[config.mk]
export PLATFORM = sky130hd
export DESIGN_NAME = tcw_fifo
export DESIGN_NICKNAME = d
export VERILOG_FILES = /design/src/hw/rtl/tcw_pkg.sv /design/src/hw/rtl/tcw_fifo.sv
export SDC_FILE = /design/constraint.sdc
export NUM_CORES = 1
export LEC_CHECK = 0
export BUFFER_PORTS_ARGS = -buffer_cell sky130_fd_sc_hd__buf_2
export CAP_MARGIN = 15
export CORE_MARGIN = 5
export CORE_UTILIZATION = 44
export CTS_BUF_LIST = sky130_fd_sc_hd__clkbuf_8
export CTS_CLUSTER_DIAMETER = 80
export DETAILED_ROUTE_END_ITERATION = 7
export GPL_TIMING_DRIVEN = 0
export PLACE_DENSITY_LB_ADDON = 0.15
export SLEW_MARGIN = 20
export SYNTH_ARGS = -nofsm -noshare
export SYNTH_HDL_FRONTEND = slang
export SYNTH_SLANG_ARGS = --single-unit
[constraint.sdc]
create_clock -name i_clk -period 2.73 [get_ports i_clk]
set_input_delay 0 -clock i_clk [delete_from_list [all_inputs] [get_ports i_clk]]
set_output_delay 0 -clock i_clk [all_outputs]
set_load 0.02 [all_outputs]
[src/hw/rtl/tcw_pkg.sv]
// ----------------------------------------------------------------------------
// Text console writer package
// Shared constants, command codes and the command type that passes from the
// front part to the back part.
// ----------------------------------------------------------------------------
package tcw_pkg;

    localparam int DEF_NUM_COLUMNS = 80;
    localparam int DEF_NUM_ROWS    = 25;

    localparam int CMD_COL_W   = 7;
    localparam int CMD_ROW_W   = 6;
    localparam int QUEUE_DEPTH = 2;

    localparam logic [7:0]  CH_BACKSPACE = 8'd8;
    localparam logic [7:0]  CH_NEWLINE   = 8'd10;
    localparam logic [7:0]  CH_RETURN    = 8'd13;
    localparam logic [7:0]  CH_BLANK     = 8'h20;
    localparam logic [15:0] RESET_CELL   = 16'h0720;
    localparam logic [15:0] ERASED_CELL  = 16'h0020;
    localparam logic [7:0]  RESET_COLOR  = 8'd7;

    localparam logic [0:0]  REG_TEXT_COLOR = 1'b0;

    typedef enum logic [1:0] {
        MODE_PUT   = 2'd0,
        MODE_MOVE  = 2'd1,
        MODE_CLEAR = 2'd2,
        MODE_READ  = 2'd3
    } t_mode;

    typedef enum logic [2:0] {
        OP_CHAR,
        OP_BACKSPACE,
        OP_NEWLINE,
        OP_RETURN,
        OP_MOVE,
        OP_CLEAR,
        OP_READ
    } t_op;

    typedef struct packed {
        t_op                  op;
        logic [7:0]           ch;
        logic [CMD_COL_W-1:0] col;
        logic [CMD_ROW_W-1:0] row;
    } t_cmd;

endpackage

[src/hw/rtl/tcw_fifo.sv]
// ----------------------------------------------------------------------------
// Text console writer command queue
// A short queue of commands between the front and the back.
// ----------------------------------------------------------------------------
module tcw_fifo
    import tcw_pkg::*;
(
    input  logic i_clk,
    input  logic i_rst_n,
    input  logic i_push,
    input  t_cmd i_data,
    output logic o_full,
    input  logic i_pop,
    output logic o_valid,
    output t_cmd o_data
);

    localparam int PW = $clog2(QUEUE_DEPTH);

    t_cmd        r_mem [QUEUE_DEPTH];
    logic [PW-1:0] r_wr_ptr;
    logic [PW-1:0] r_rd_ptr;
    logic [PW:0]   r_count;

    assign o_full  = (r_count == (PW+1)'(QUEUE_DEPTH));
    assign o_valid = (r_count != '0);
    assign o_data  = r_mem[r_rd_ptr];

    always_ff @(posedge i_clk) begin
        if (i_push) begin
            r_mem[r_wr_ptr] <= i_data;
        end
        if (!i_rst_n) begin
            r_wr_ptr <= '0;
            r_rd_ptr <= '0;
            r_count  <= '0;
        end else begin
            if (i_push) begin
                r_wr_ptr <= (r_wr_ptr == PW'(QUEUE_DEPTH - 1)) ? '0 : r_wr_ptr + 1'b1;
            end
            if (i_pop) begin
                r_rd_ptr <= (r_rd_ptr == PW'(QUEUE_DEPTH - 1)) ? '0 : r_rd_ptr + 1'b1;
            end
            r_count <= r_count + (PW+1)'(i_push) - (PW+1)'(i_pop);
        end
    end

endmodule

==> results.txt <==
----------------------------------------------------
[Yosys]
  Cell taking the most area after synthesis ... sky130_fd_sc_hd__edfxtp_1
  Top cells by instance count after synthesis ... 48 x sky130_fd_sc_hd__edfxtp_1, 20 x sky130_fd_sc_hd__mux2_4, 5 x sky130_fd_sc_hd__dfxtp_1
  Cell types occupying the most area after synthesis ... sky130_fd_sc_hd__edfxtp_1 70%, sky130_fd_sc_hd__mux2_4 15%, sky130_fd_sc_hd__dfxtp_1 4.8%, sky130_fd_sc_hd__mux2_2 2.2%, sky130_fd_sc_hd__buf_12 1.9%
  Synth unique cells ... 14
  Share of the yosys chip area belonging to registers ... between 70% and 80%
  Flop and latch count out of synthesis ... 53
  Cell area after technology mapping ... a little over 2000 um2
  Fraction of synthesis flops using an asynchronous set or reset pin ... 0%
  Post-Syn Nets ... roughly 130
  Prevailing post-synth register cell ... sky130_fd_sc_hd__edfxtp_1
  Gate Count Post-Synth ... 96
  Post-Syn Area per Cell ... 21.5 um2
  Count of flip-flops with a built-in enable after synthesis ... 48
  Synth warnings ... 0
  Most repeated cell in the gate-level netlist after synthesis ... sky130_fd_sc_hd__edfxtp_1
  Portion of synthesized cell area occupied by the leading cell type ... around 70%

[Timing]
  Pin slew with the least headroom to its limit ... approximately 0.73 ns
  Final-report max-slew violation count ... 0
  Unrepaired setup endpoints after global routing ... false
  Total negative slack for setup checks ... 0 ns
  Post-route fraction of the period consumed by the critical path ... between 50% and 60%
  Worst clock skew ... a little over 0.004 ns
  Fmax ... around 730 MHz
  Max-slew headroom at the worst pin ... 51.4%
  Worst hold slack ... between 0.06 and 0.07 ns
  Final worst path period need ... between 1 and 1.5 ns
  Number of hold violations in the final report ... 0
  Final count of negative-setup-slack endpoints ... 0

[Hold path]
  HP Start ... i_pop
  Worst min path class ... in2reg

[Worst setup path]
  Path type of the worst setup path ... reg2out
  Startpoint types ... register
  Combined buffer and inverter count along the critical path ... 3
  Required @ worst endpoint ... about 2.7 ns
  Highest cell delay on the worst timing path ... approximately 0.33 ns
  Worst setup EP type ... output pin
  Highest net fanout along the worst path ... 10
  Max stage delay cell, worst path ... sky130_fd_sc_hd__dfxtp_1
  Kind of cell adding the most delay to the critical path ... buffers and inverters
  Reg2Reg Launch Point ... r_wr_ptr$_SDFFE_PN0P_
  R2r setup slk ... ~1.4 ns
  Arr. time, crit path ... roughly 1.4 ns
  Cells along the critical path ... buf_6 > buf_12 > mux2_4 > buf_2

[Final layout]
  Number of nets in the final layout ... roughly 210
  Synth-to-layout area growth ... 34.0%
  Fraction of layout instances using a drive strength above 1 ... 49.5%
  Number of standard cells in the layout, taps in and fillers out ... 236
  Number of antenna cells inserted ... 0
  Utilization of the core after routing ... around three fifths

[Clock tree]
  Worst skew pair latency ... around 0.29 ns
  Clock sink count ... 53
  Number of buffers created by CTS ... 5
  Depth of the CTS H-tree ... 2
  Root buffer cell ... sky130_fd_sc_hd__clkbuf_8
  Number of instances resized during post-cts repair ... 0
  Maximum buffer depth of the clock tree ... 2
  CTS tree ... built
  Worst-path clk slew ... 0.09 ns
  Number of buffers inserted by post-CTS setup repair ... 0

[Detailed routing]
  DRT Pass-1 Iters ... 4
  Routed wire length per instance ... 14.0 um
  DRC marker count from the first detailed-route iteration ... 44
  Number of vias per cell ... around 4.6
  Post-detailed-route count of antenna-violating nets ... 0
  Total detailed-routing wirelength ... about 3300 um
  DRC violations left ... 0
  Total vias in the final route ... roughly 1,100

[Die]
  Std-Cell Rows ... 25
  Die area ... between 6000 and 7000 um2
  Die height ... 78.5 um
  Top Ports ... 54
  Initial standard-cell utilization of the core ... between 40% and 50%
  Die Wd ... 78.5 um
  Core footprint ... 4630 um2

[Place]
  Placer's final routability congestion estimate ... 0.588
  Total half-perimeter wirelength after legalization and detailed placement ... between 2000 and 2500 um
  Cells after DPL ... 203
  Buffers added on ports ... 53

[Power and ir drop]
  Total internal power ... about 0.0014 W
  Fraction of power consumed by sequential logic ... between 50% and 60%
  Combinational power share ... between 10% and 20%
  Switching pwr ... ~0.0004 W
  Leakage ... 1.12 nW
  Power share of the clock group ... approximately 29%
  P per Cell Area ... 639 nW/um2
  Max rail drop VDD ... 337 uV
  Sw Ratio ... a little under a quarter

[GRT]
  Pin count of the biggest net entering global routing ... 26
  Global-route wire length before repair ... approximately 5400 um
  Number of antenna violations at the first check in global routing ... 0
  Overall routing resource usage ... between 10% and 20%
  Total gr overflow ... 0
  Number of global-route vias before repair ... approximately 1,200

[Outcome]
  Status ... finished clean

[Flow run]
  Count of max-cap constraint violations ... 0

----------------------------------------------------
[repair_timing]
item,in CTS,in global routing
endpoints found under the setup margin,0,0
hold endpoints to repair,53,0
hold buffers,25,0
[path summary, 6_finish.rpt]
check | depth (start not counted) | endpoint
max | 4 | o_data[7]
min reg2reg | 2 | register
min | 3 | register
max reg2reg | 1 | r_mem[1][21]$_DFFE_PP_
[cell usage in the layout, fill, tap and decap left out]
master	Yosys	layout
sky130_fd_sc_hd__mux2_2	4	4
sky130_fd_sc_hd__clkbuf_8	0	5
sky130_fd_sc_hd__clkinv_1	0	1
sky130_fd_sc_hd__or2_2	1	1
sky130_fd_sc_hd__and2_1	4	3
sky130_fd_sc_hd__inv_1	2	2
sky130_fd_sc_hd__mux2_4	20	20
sky130_fd_sc_hd__and2_2	0	1
sky130_fd_sc_hd__clkinvlp_4	0	1
sky130_fd_sc_hd__buf_2	0	53
sky130_fd_sc_hd__nor2b_4	0	1
sky130_fd_sc_hd__o21a_1	1	1
sky130_fd_sc_hd__dlygate4sd3_1	0	25
sky130_fd_sc_hd__bufinv_16	0	1
sky130_fd_sc_hd__edfxtp_1	48	48
sky130_fd_sc_hd__ha_1	2	2
sky130_fd_sc_hd__buf_12	2	2
sky130_fd_sc_hd__dfxtp_1	5	5
sky130_fd_sc_hd__xor2_1	1	1
sky130_fd_sc_hd__xnor3_1	1	1
sky130_fd_sc_hd__buf_6	1	1
sky130_fd_sc_hd__nor2b_1	4	3
[layer usage]
layer | share of wire, % | GRT usage (%) | up-vias
met2 | 55 | 21.6 | 34
li1 | - | - | 528
met1 | 39 | 11.6 | 521
met4 | 0.88 | 4.72 | 0
met5 | 0 | 0 | -
met3 | 5.0 | 3.67 | 4
[power by group through the flow]
stage                     Sequential, W  Clock, W  Combinational [W]
after global routing           0.000956  0.000559           0.000334
after CTS                      0.000953  0.000524           0.000315
after global placement         0.000968         0           0.000277
after floorplan                0.000966         0           0.000202
final                          0.000952  0.000506           0.000309
after detailed placement       0.000971         0           0.000286
[stage by stage]
stage | setup slack, ns | cell area [um2] | total power (W)
3_3_place_gp | 0.335 | 2400 | 0.00125
2_1_floorplan | 0.894 | 2070 | 0.00117
6_report | 1.36 | 2770 | 0.00177
4_1_cts | 0.951 | 2770 | 0.00179
3_5_place_dp | 0.956 | 2410 | 0.00126
5_1_grt | 1.28 | 2770 | 0.00185
[state kept, by name, indices dropped and copies added, names as in the netlist, named ones only]
| name | flops |
|---|---|
| r_wr_ptr | 1 |
| r_mem | 48 |
| r_count | 2 |
| r_rd_ptr | 1 |
[kinds of logic after synthesis]
logic type | share of synthesized area, %
xor+xnor | 1.51
fa+ha+maj | 1.21
simple gates | 2.73
buf+inv | 2.85
mux | 16.7
compound gates | 0.364
flops | 74.6
[final cells by class]
type / count / area [um2]
sequential: 53 / 1540
inverter: 2 / 7.51
tap: 54 / 67.6
timing repair buffer: 78 / 515
clock buffer: 5 / 68.8
multi-input combinational: 38 / 474
buffer: 3 / 51.3
clock inverter: 3 / 41.3
fill: 356 / 1860
No activity file was read; power rests on OpenSTA's default activity.
