File: config.mk
export PLATFORM = sky130hd
export DESIGN_NAME = tcw_front
export DESIGN_NICKNAME = d
export VERILOG_FILES = /design/src/hw/rtl/tcw_pkg.sv /design/src/hw/rtl/tcw_front.sv
export SDC_FILE = /design/constraint.sdc
export NUM_CORES = 1
export LEC_CHECK = 0
export BUFFER_PORTS_ARGS = -buffer_cell sky130_fd_sc_hd__buf_2
export CAP_MARGIN = 20
export CORE_AREA = 5 5 42 44
export DETAILED_ROUTE_END_ITERATION = 6
export DIE_AREA = 0 0 47 49
export PLACE_DENSITY = 0.61
export RECOVER_POWER = 50
export SYNTH_ARGS = -nofsm -noshare
export SYNTH_HDL_FRONTEND = slang
export SYNTH_SLANG_ARGS = --single-unit
File: constraint.sdc
create_clock -name vclk -period 1
set_input_delay 0.2 -clock vclk [all_inputs]
set_output_delay 0.2 -clock vclk [all_outputs]
set_load 0.005 [all_outputs]
File: src/hw/rtl/tcw_pkg.sv
// ----------------------------------------------------------------------------
// Text console writer package
// Shared constants, command codes and the command type that passes from the
// front part to the back part.
// ----------------------------------------------------------------------------
package tcw_pkg;

    localparam int DEF_NUM_COLUMNS = 80;
    localparam int DEF_NUM_ROWS    = 25;

    localparam int CMD_COL_W   = 7;
    localparam int CMD_ROW_W   = 6;
    localparam int QUEUE_DEPTH = 2;

    localparam logic [7:0]  CH_BACKSPACE = 8'd8;
    localparam logic [7:0]  CH_NEWLINE   = 8'd10;
    localparam logic [7:0]  CH_RETURN    = 8'd13;
    localparam logic [7:0]  CH_BLANK     = 8'h20;
    localparam logic [15:0] RESET_CELL   = 16'h0720;
    localparam logic [15:0] ERASED_CELL  = 16'h0020;
    localparam logic [7:0]  RESET_COLOR  = 8'd7;

    localparam logic [0:0]  REG_TEXT_COLOR = 1'b0;

    typedef enum logic [1:0] {
        MODE_PUT   = 2'd0,
        MODE_MOVE  = 2'd1,
        MODE_CLEAR = 2'd2,
        MODE_READ  = 2'd3
    } t_mode;

    typedef enum logic [2:0] {
        OP_CHAR,
        OP_BACKSPACE,
        OP_NEWLINE,
        OP_RETURN,
        OP_MOVE,
        OP_CLEAR,
        OP_READ
    } t_op;

    typedef struct packed {
        t_op                  op;
        logic [7:0]           ch;
        logic [CMD_COL_W-1:0] col;
        logic [CMD_ROW_W-1:0] row;
    } t_cmd;

endpackage

File: src/hw/rtl/tcw_front.sv
// ----------------------------------------------------------------------------
// Text console writer front
// Classifies an incoming item into a command and clamps its target position.
// ----------------------------------------------------------------------------
module tcw_front
    import tcw_pkg::*;
#(
    parameter int NUM_COLUMNS = DEF_NUM_COLUMNS,
    parameter int NUM_ROWS    = DEF_NUM_ROWS
) (
    input  logic [1:0] i_mode,
    input  logic [7:0] i_char_code,
    input  logic [7:0] i_column,
    input  logic [7:0] i_row,
    output t_cmd       o_cmd
);

    localparam logic [7:0] LAST_COL = 8'(NUM_COLUMNS - 1);
    localparam logic [7:0] LAST_ROW = 8'(NUM_ROWS - 1);

    logic [7:0] col_clamped;
    logic [7:0] row_clamped;

    assign col_clamped = (i_column > LAST_COL) ? LAST_COL : i_column;
    assign row_clamped = (i_row > LAST_ROW) ? LAST_ROW : i_row;

    always_comb begin
        o_cmd.ch  = i_char_code;
        o_cmd.col = col_clamped[CMD_COL_W-1:0];
        o_cmd.row = row_clamped[CMD_ROW_W-1:0];
        o_cmd.op  = OP_READ;
        unique case (t_mode'(i_mode))
            MODE_PUT: begin
                priority if (i_char_code == CH_BACKSPACE) begin
                    o_cmd.op = OP_BACKSPACE;
                end else if (i_char_code == CH_NEWLINE) begin
                    o_cmd.op = OP_NEWLINE;
                end else if (i_char_code == CH_RETURN) begin
                    o_cmd.op = OP_RETURN;
                end else begin
                    o_cmd.op = OP_CHAR;
                end
            end
            MODE_MOVE:  o_cmd.op = OP_MOVE;
            MODE_CLEAR: o_cmd.op = OP_CLEAR;
            MODE_READ:  o_cmd.op = OP_READ;
        endcase
    end

endmodule

==> results.py, run 1 <==
metrics = {
    "status": {
        "outcome": "complete, but fails checks",
        "violations": "setup timing",
    },
    "global_route": {
        "grt_util_met2": 0.131,
        "grt-ovfl-total": 0,
        "grt_pass1_wl_mm": 1.40,
        "grt_max_degree": 8,
        "grt_pass1_vias": 365,
        "grt_usage": 0.0730,
        "antenna_found_initial": 0,
        "met3_usage": 0.0185,
        "grtUsageMet1": 0.0891,
        "grt_busiest_layer": "met2",
    },
    "route": {
        "wl_per_cell_um": 11.1,
        "ant_nets": 0,
        "via_per_inst": 4.36,
        "drc": 0,
        "drt_iter0_markers": 0,
        "drtPass1Iterations": 1,
        "drt_wl_total_mm": 1.04,
        "dr_total_vias": 410,
    },
    "logic_synthesis": {
        "synth.most_common_cell": "buf_4",
        "syn-num-nets": 62,
        "ys_seq_area_frac": 0,
        "synth.distinct_cells": 16,
        "synth_top_area_share": 0.270,
        "ys_warn_count": 0,
        "syn_area_um2": 250,
        "yosys-top-cells-area": "buf_4 (27%), and2_1 (10%), or3_1 (10%)",
        "syn_inst": 36,
        "yosys.area.top_type": "buf_4",
        "netlist_top_cells_count": "buf_4 (9), and2_1 (4), or3_1 (4), nor2_1 (3)",
        "syn_avg_cell_area_um2": 6.95,
    },
    "run": {
        "drv_cap": 0,
    },
    "floorplan": {
        "dieArea_um2": 2300,
        "die_h_um": 49,
        "pin_count": 50,
        "die_w_um": 47,
        "rows": 14,
        "initial_core_util": 0.179,
        "core_area_um2": 1400,
    },
    "sta": {
        "rsz0062_at_grt": "yes",
        "period_needed_ps": 1220,
        "hold_viol": 0,
        "fin_ws_ps": -217,
        "tns_ps": -1650,
        "final-setup-viol-count": 11,
        "period_share": 1.22,
        "clock.fmax_ghz": 0.821,
        "final_max_slew_viol_count": 0,
    },
    "placement": {
        "dpl.hpwl_um": 863,
        "placed_cells": 94,
        "io_buffers": 49,
        "gp_congestion": 0.715,
        "placed_cell_area_um2": 463,
    },
    "setup_path": {
        "critPathTopFamily": "simple AND/OR/NAND/NOR gates",
        "crit_buf_inv": 2,
        "critical_path_class": "in -> out",
        "cp.depth": 5,
        "worstPathCellList": "buf_6, nor4b_4, nand2_1, o31ai_1, buf_2",
        "arrival_ps": 1020,
        "crit_path_max_incr_delay_ps": 250,
        "worst_setup_path_start_kind": "input pin",
        "required_ps": 800,
        "crit_path_end_kind": "output pin",
        "path_max_fanout": 2,
        "slowest_stage": "nor4b_4",
    },
    "cells_and_area": {
        "clkbuf_count": 0,
        "final_nets": 106,
        "final_util": 0.403,
        "multi_input_area_um2": 213,
        "fin_cells": 94,
        "design.seq.count": 0,
        "drive_above_1_share": 0.718,
        "area_growth_pct": 125,
        "antenna_cells": 0,
        "postLayoutCellArea_um2": 564,
        "n_fill_cell": 145,
        "ff_latch_area_um2": 0,
    },
    "pwr": {
        "p_total_mw": 0.198,
        "powerDensity_nw_per_um2": 351,
        "leakagePower_nw": 0.292,
        "vdd_drop_max_mv": 0.141,
    },
    "min_path": {
        "hold_class": "in -> out",
        "hold_depth": 2,
    },
    "clock_network": {
        "post-cts-setup-buffer-count": 0,
        "cts_hold_buf": 0,
    },
}
==> cell type report <==
type | instances | share of cell area
Timing Repair Buffer | 51 | 0.581
Multi-Input combinational cell | 26 | 0.377
Tap cell | 16 | 0.0355
Inverter | 1 | 0.00665
==> final timing paths <==
kind | startpoint | to
min | i_char_code[7] | o_cmd[20]
max | i_char_code[5] | o_cmd[22]
==> cells by family after synthesis <==
kind of cell | after synthesis | share of synthesized area
AOI/OAI and AO/OA | 4 | 0.155
buffers and inverters | 10 | 0.285
muxes | 1 | 0.0400
other | 1 | 0.0150
and+or+nand+nor | 20 | 0.505
==> layout by cell type, fill, tap and decap left out <==
master,synthesis,layout
buf_2,0,40
buf_6,0,8
and2_1,4,4
or3_1,4,4
nor2_1,3,3
or2_4,0,2
nand2_1,2,2
or4_1,2,2
nor3b_1,2,2
buf_8,0,2
nor4b_4,0,1
inv_1,1,1
o32ai_2,0,1
a2111oi_4,0,1
o21a_1,1,1
mux2i_1,1,1
o31ai_1,1,1
conb_1,1,1
buf_4,9,1
==> power by group <==
group	leakage, nW	switching [mW]	internal [mW]
sequential	0	0	0
clock	0	0	0
combinational	0.292	0.0757	0.122
total	0.292	0.0757	0.122
==> layer usage <==
layer | part of all wire | wire length (µm)
met1 | 0.29 | 304
met2 | 0.49 | 511
met3 | 0.22 | 225
met4 | 0 | 0
met5 | 0 | 0
==> what timing repair did <==
item                       CTS  global route
pin swaps                    6             5
gates resized for setup     11             9
setup endpoints to repair   13            13
==> stage by stage <==
stage | hold WS, ps | worst slack [ps]
after floorplan | 433 | 8.86
after global placement | 587 | -245
after detailed placement | 579 | -244
after CTS | 579 | -233
after global routing | 593 | -278
final | 581 | -217
Note: power is estimated with default switching activity, not from simulation.
==> run 2, diff against run 1 <==
--- a/config.mk
+++ b/config.mk
@@ -5,12 +5,12 @@
 export SDC_FILE = /design/constraint.sdc
 export NUM_CORES = 1
 export LEC_CHECK = 0
-export BUFFER_PORTS_ARGS = -buffer_cell sky130_fd_sc_hd__buf_2
 export CAP_MARGIN = 20
 export CORE_AREA = 5 5 42 44
 export DETAILED_ROUTE_END_ITERATION = 6
 export DIE_AREA = 0 0 47 49
-export PLACE_DENSITY = 0.61
+export DONT_BUFFER_PORTS = 1
+export PLACE_DENSITY = 0.3
 export RECOVER_POWER = 50
 export SYNTH_ARGS = -nofsm -noshare
 export SYNTH_HDL_FRONTEND = slang
==> results.py, run 2 (same netlist as run 1, synthesis figures left out) <==
metrics = {
    "setup_path": {
        "slowest_stage": "nor4b_4",
        "crit_path_end_kind": "output pin",
        "crit_path_max_incr_delay_ps": 260,
        "crit_buf_inv": 0,
        "critical_path_class": "in -> out",
        "arrival_ps": 830,
        "critPathTopFamily": "simple AND/OR/NAND/NOR gates",
        "worstPathCellList": "nor4b_4, nand2_2, o31ai_4",
        "worst_setup_path_start_kind": "input pin",
        "path_max_fanout": 2,
        "required_ps": 800,
    },
    "global_route": {
        "grt_pass1_vias": 254,
        "grt_usage": 0.0582,
        "grt_pass1_wl_mm": 1.11,
        "grt_max_degree": 8,
        "antenna_found_initial": 0,
        "grt-ovfl-total": 0,
    },
    "pwr": {
        "powerDensity_nw_per_um2": 228,
        "switching_share": 0.464,
        "switching_power_mw": 0.0262,
        "leakagePower_nw": 0.0678,
        "vdd_drop_max_mv": 0.0482,
        "p_comb_frac": 1.000,
        "clkPwrFrac": 0,
        "p_int_mw": 0.0302,
        "seq_power_share": 0,
    },
    "cells_and_area": {
        "final_cell_mix": "and2_1 (4), or3_1 (4), nor2_1 (3)",
        "ff_latch_area_um2": 0,
        "area_growth_pct": -1.00,
        "clkbuf_count": 0,
        "antenna_cells": 0,
        "final_util": 0.177,
        "design.seq.count": 0,
        "postLayoutCellArea_um2": 248,
        "drive_above_1_share": 0.259,
        "final_nets": 55,
    },
    "sta": {
        "timing.hold.ws_ps": 400,
        "rsz0062_at_grt": "yes",
        "final_max_slew_viol_count": 0,
        "period_share": 1.03,
        "tns_ps": -54.6,
        "hold_viol": 0,
        "clock.fmax_ghz": 0.969,
        "period_needed_ps": 1030,
        "final-setup-viol-count": 2,
        "fin_ws_ps": -32.2,
    },
    "run": {
        "drv_cap": 0,
    },
    "route": {
        "via_per_inst": 5.16,
        "met3_length_um": 125,
        "dr_total_vias": 222,
        "wl_per_cell_um": 16.2,
        "wl_met1_um": 182,
        "highest_layer": "met3",
        "drt_wl_total_um": 695,
        "drt_iter0_markers": 0,
        "met2_length_um": 387,
        "drc": 0,
        "drtPass1Iterations": 1,
        "ant_nets": 0,
    },
    "placement": {
        "place_ws_ps": -77.7,
        "io_buffers": 0,
        "gp_congestion": 0.608,
        "dpl.hpwl_um": 649,
        "placed_cell_area_um2": 203,
    },
    "floorplan": {
        "pin_count": 50,
        "initial_core_util": 0.179,
        "core_area_um2": 1400,
        "die_h_um": 49,
        "rows": 14,
        "dieArea_um2": 2300,
        "die_w_um": 47,
    },
    "clock_network": {
        "post-cts-setup-buffer-count": 0,
        "cts_hold_buf": 0,
    },
    "min_path": {
        "hold_class": "in -> out",
    },
    "status": {
        "outcome": "complete, but fails checks",
        "violations": "setup timing",
    },
}
==> run 2: timing repair <==
action / in CTS / in global routing
resized for setup: 6 / 0
endpoints found under the hold margin: 0 / 0
setup endpoints to repair: 5 / 2
pin swaps: 4 / 0
==> run 2: worst paths after layout <==
kind                  startpoint         to  slack (ps)  cells past startpoint
setup / recovery  i_char_code[5]  o_cmd[22]         -30                      3
hold / removal    i_char_code[3]  o_cmd[16]         400                      0
==> run 2: power by group through the flow <==
stage	Clock (mW)	Combinational (mW)	Sequential, mW
after floorplan	0	0.0686	0
after global placement	0	0.0456	0
after detailed placement	0	0.0464	0
after CTS	0	0.0574	0
after global routing	0	0.0622	0
final	0	0.0564	0
==> run 2: metrics by stage <==
step	power, mW	instances
finish	0.0564	43
global route	0.0622	43
CTS	0.0574	43
detailed placement	0.0464	43
global placement	0.0456	43
floorplan	0.0686	36
==> run 2: per-layer routing <==
metal  global-route usage  vias to the layer above
li1                     -                      101
met1               0.0652                       99
met5                    0                        -
met4                    0                        0
met2                0.115                       22
met3              0.00738                        0
==> run 2: area by class of cell <==
class,count,area [µm²]
Multi-Input combinational cell,26,224
Tap cell,16,20.0
Inverter,1,3.75
Fill cell,167,1150
